## src/rtl/assert_macros.svh

```systemverilog
// Assertion helpers for the RTL.
`ifndef ASSERT_MACROS_SVH
`define ASSERT_MACROS_SVH

`ifndef SYNTH
`define RSFE_ASSERT(lbl, clk, rst_n, prop, msg) \
    lbl: assert property (@(posedge clk) disable iff (!rst_n) prop) else $error(msg);
`define RSFE_NEVER(lbl, clk, rst_n, expr, msg) \
    lbl: assert property (@(posedge clk) disable iff (!rst_n) !(expr)) else $error(msg);
`else
`define RSFE_ASSERT(lbl, clk, rst_n, prop, msg)
`define RSFE_NEVER(lbl, clk, rst_n, expr, msg)
`endif

`endif

```

## src/rtl/rsfe_pkg.sv

```systemverilog
`default_nettype none

package rsfe_pkg;

    localparam int MAX_RECORDS = 16;
    localparam int ID_W        = 8;
    localparam int ENERGY_W    = 64;
    localparam int IN_TDATA_W  = 264;
    localparam int OUT_TDATA_W = 328;

    // one stored record, id in the lowest bits
    typedef struct packed {
        logic signed [ENERGY_W-1:0] freq;
        logic signed [ENERGY_W-1:0] key;
        logic signed [ENERGY_W-1:0] point;
        logic signed [ENERGY_W-1:0] free;
        logic signed [ENERGY_W-1:0] opt;
        logic        [ID_W-1:0]     id;
    } t_rec;

    localparam int REC_W = $bits(t_rec);

    typedef enum logic [2:0] {
        S_LOAD,
        S_SORT_RD0,
        S_SORT_FIRST,
        S_SORT_STEP,
        S_SORT_END,
        S_OUT_RD,
        S_OUT_LD,
        S_OUT_WAIT
    } t_state;

endpackage

`default_nettype wire

```

## src/rtl/rsfe_key.sv

```systemverilog
`default_nettype none

// corrected free energy: point + free - opt, saturated to 64 bits
module rsfe_key (
    input  wire logic signed [rsfe_pkg::ENERGY_W-1:0] i_point,
    input  wire logic signed [rsfe_pkg::ENERGY_W-1:0] i_free,
    input  wire logic signed [rsfe_pkg::ENERGY_W-1:0] i_opt,
    output logic signed      [rsfe_pkg::ENERGY_W-1:0] o_key
);

    localparam int EW = rsfe_pkg::ENERGY_W;

    logic [EW+1:0] w_sum;

    assign w_sum = {{2{i_point[EW-1]}}, i_point} + {{2{i_free[EW-1]}}, i_free}
                 - {{2{i_opt[EW-1]}}, i_opt};

    always_comb begin
        if (w_sum[EW+1:EW-1] == 3'b000 || w_sum[EW+1:EW-1] == 3'b111) begin
            o_key = w_sum[EW-1:0];
        end else if (w_sum[EW+1]) begin
            o_key = {1'b1, {(EW-1){1'b0}}};
        end else begin
            o_key = {1'b0, {(EW-1){1'b1}}};
        end
    end

endmodule

`default_nettype wire

```

## config.mk

```make
export PLATFORM = sky130hd
export DESIGN_NAME = rsfe_key
export DESIGN_NICKNAME = d
export VERILOG_FILES = /design/src/rtl/assert_macros.svh /design/src/rtl/rsfe_pkg.sv /design/src/rtl/rsfe_key.sv
export SDC_FILE = /design/constraint.sdc
export NUM_CORES = 1
export LEC_CHECK = 0
export BUFFER_PORTS_ARGS = -buffer_cell sky130_fd_sc_hd__buf_2
export CAP_MARGIN = 5
export CORE_ASPECT_RATIO = 2
export CORE_MARGIN = 2
export CORE_UTILIZATION = 45
export DETAILED_ROUTE_END_ITERATION = 8
export PLACE_DENSITY = 0.77
export SKIP_LAST_GASP = 1
export SLEW_MARGIN = 20
export SYNTH_ARGS = -nofsm -noshare
export SYNTH_HDL_FRONTEND = slang
export SYNTH_SLANG_ARGS = --single-unit
```

## constraint.sdc

```tcl
create_clock -name vclk -period 15.1
set_input_delay 3.02 -clock vclk [all_inputs]
set_output_delay 3.02 -clock vclk [all_outputs]
set_load 0.03 [all_outputs]
```

==> reports/results.ini <==
[run]
cap_violations=0

[layout]
final_net_count=1573
seq_area_sq_um=0
flops_and_latches=0
fin_util_pct=54.4
n_antenna_cell=0
drive_above_1_share_pct=21.9
clkbuf_count=0
syn_to_final_growth_pct=18.5
final_common_cell=inv_1
final_cell_mix=inv_1 (266), buf_2 (256), a21o_1 (89)
fillers=1596

[timing]
fmax_ghz=0.0897
rsz0062_at_grt=false
setup_viol=0
setup_tns_ps=0
hold_viol=0
report.final.slew_viol_count=0
finalCritPeriodShare_pct=73.8
tightest_slew_ps=803
slew_headroom_pct=46.5
post-route-min-period_ps=11140

[grt]
grt_usage_pct=26.1
grt_max_degree=48
grt_pass1_vias=8198
gr-total-overflow=0
grt_pass1_wl_microns=36200
antenna_found_initial=0

[power_and_ir_drop]
leakage_uw=0.00487
cellPowerDensity_nw_per_um2=129
power.net_switching_uw=710
ir_worst_vdd_v=0.000103
p_int_uw=366
power_frac_comb_pct=100.0
p_seq_share_pct=0
p_clk_share_pct=0
swShare_pct=66.0

[setup_path]
cp-end-kind=output pin
critPathLaunchType=input pin
cp_data_arrival_time_ps=8120
worstSetupPathType=input pin to output pin
crit_fanout=47
crit_required_ps=12080

[detailed_routing]
dr.first_iter.drc_count=306
drc=0
postRouteWirelength_microns=22400
dr.pass1.iters=5
vias=7863
detail-route-antenna-nets=0
viasPerCell=5.43
routedWlPerCell_microns=15.5

[floorplanning]
start_util_pct=45.9
coreArea_sq_um=15300
die_w_microns=92.3
rows=64
io_pins=256
die-area_sq_um=16700
die_h_microns=181

[yosys]
synthCells=1034
yosys_warnings=0
syn_nets=1356
synth_area_sq_um=7020
ys_types=64
ys_seq_area_share_pct=0
avgSynthCellArea_sq_um=6.79

[min_path]
whs_path_depth=4
holdCritPathClass=input pin to output pin

[clocking]
postCtsSetupBuffers=0
ctsResizeCount=0
hold_buffers=0

[placement]
place.gp.congestion=0.961
port_buffers=256
dp_hpwl_microns=19600

[run_status]
outcome=finished clean

-- area by class of cell --
class / count / area [sq um] / share of cell area [%]
inverters: 266 / 998 / 12.0
multi-input cells: 724 / 5780 / 69.4
well taps: 198 / 248 / 2.98
repair buffers: 259 / 1300 / 15.7
-- cells by family (layout without fill, tap and decap cells) --
| group | count (synthesis) | in the layout | share of synthesized area [%] |
|---|---|---|---|
| compound gates | 319 | 319 | 30.1 |
| buf+inv | 310 | 525 | 17.9 |
| simple gates | 215 | 215 | 14.5 |
| fa+ha+maj | 130 | 130 | 30.0 |
| xor+xnor | 58 | 58 | 7.23 |
| mux | 2 | 2 | 0.303 |
-- per-stage QoR --
| stage | power [uW] | hold slack [ps] | setup slack [ps] | instances | cell area [sq um] |
|---|---|---|---|---|---|
| 6_report | 1080 | 6570 | 3960 | 1447 | 8330 |
| 3_5_place_dp | 1060 | 6560 | 3990 | 1447 | 8330 |
| 4_1_cts | 1070 | 6560 | 3990 | 1447 | 8330 |
| 3_3_place_gp | 1050 | 6580 | 4170 | 1447 | 8330 |
| 2_1_floorplan | 814 | 6430 | 5410 | 1034 | 7020 |
| 5_1_grt | 1160 | 6590 | 3620 | 1447 | 8330 |
-- synth_stat cells, types with 3 or more instances --
master,count,area [sq um]
a211o_1,4,35.0
a211oi_1,9,67.6
a21o_1,89,668
a21oi_1,81,405
a221oi_1,4,35.0
a31oi_1,9,56.3
a41o_1,3,30.0
and2_1,3,18.8
and3_1,4,25.0
and4_1,3,26.3
buf_6,12,135
clkbuf_1,31,116
fa_1,64,1280
ha_1,66,826
inv_1,266,998
nand2_1,75,282
nand3_1,15,75.1
nand4_1,27,169
nor2_1,58,218
nor3_1,8,40.0
nor4_1,4,25.0
o211ai_1,8,60.1
o21a_1,9,67.6
o21ai_0,57,285
o21bai_1,14,105
o31ai_1,3,22.5
or2_2,5,31.3
xnor2_1,34,298
xor2_1,24,210
-- power by group through the flow --
stage	clock network, uW	logic, uW	registers (uW)
after floorplan	0	814	0
after global placement	0	1050	0
after detailed placement	0	1060	0
after CTS	0	1070	0
after global routing	0	1160	0
final	0	1080	0
-- worst max-delay path, stage by stage --
cell       delay [ps]
buf_2              80
inv_1              50
fa_1              530
inv_1              70
fa_1              450
a21o_1            200
a221oi_1          690
a2111oi_0         300
o21ai_0           470
a211oi_1          160
a211oi_1          250
xor2_1            200
a211oi_4          690
buf_4             580
o21a_1            160
buf_2             190
-- worst paths after layout --
check	startpoint	endpoint	slack, ps
worst min-delay path	i_point[0]	o_key[0]	6570
worst max-delay path	i_point[1]	o_key[0]	3960
-- routing by layer --
layer  track usage [%]  up-vias  routed length [microns]
met5                 0        -                        0
met4              14.6        0                     1520
met3              1.13       99                      899
met2              52.9      305                    12500
met1              25.0     3625                     7470
li1                  -     3834                        -
Power figures use the tool's default switching activity.
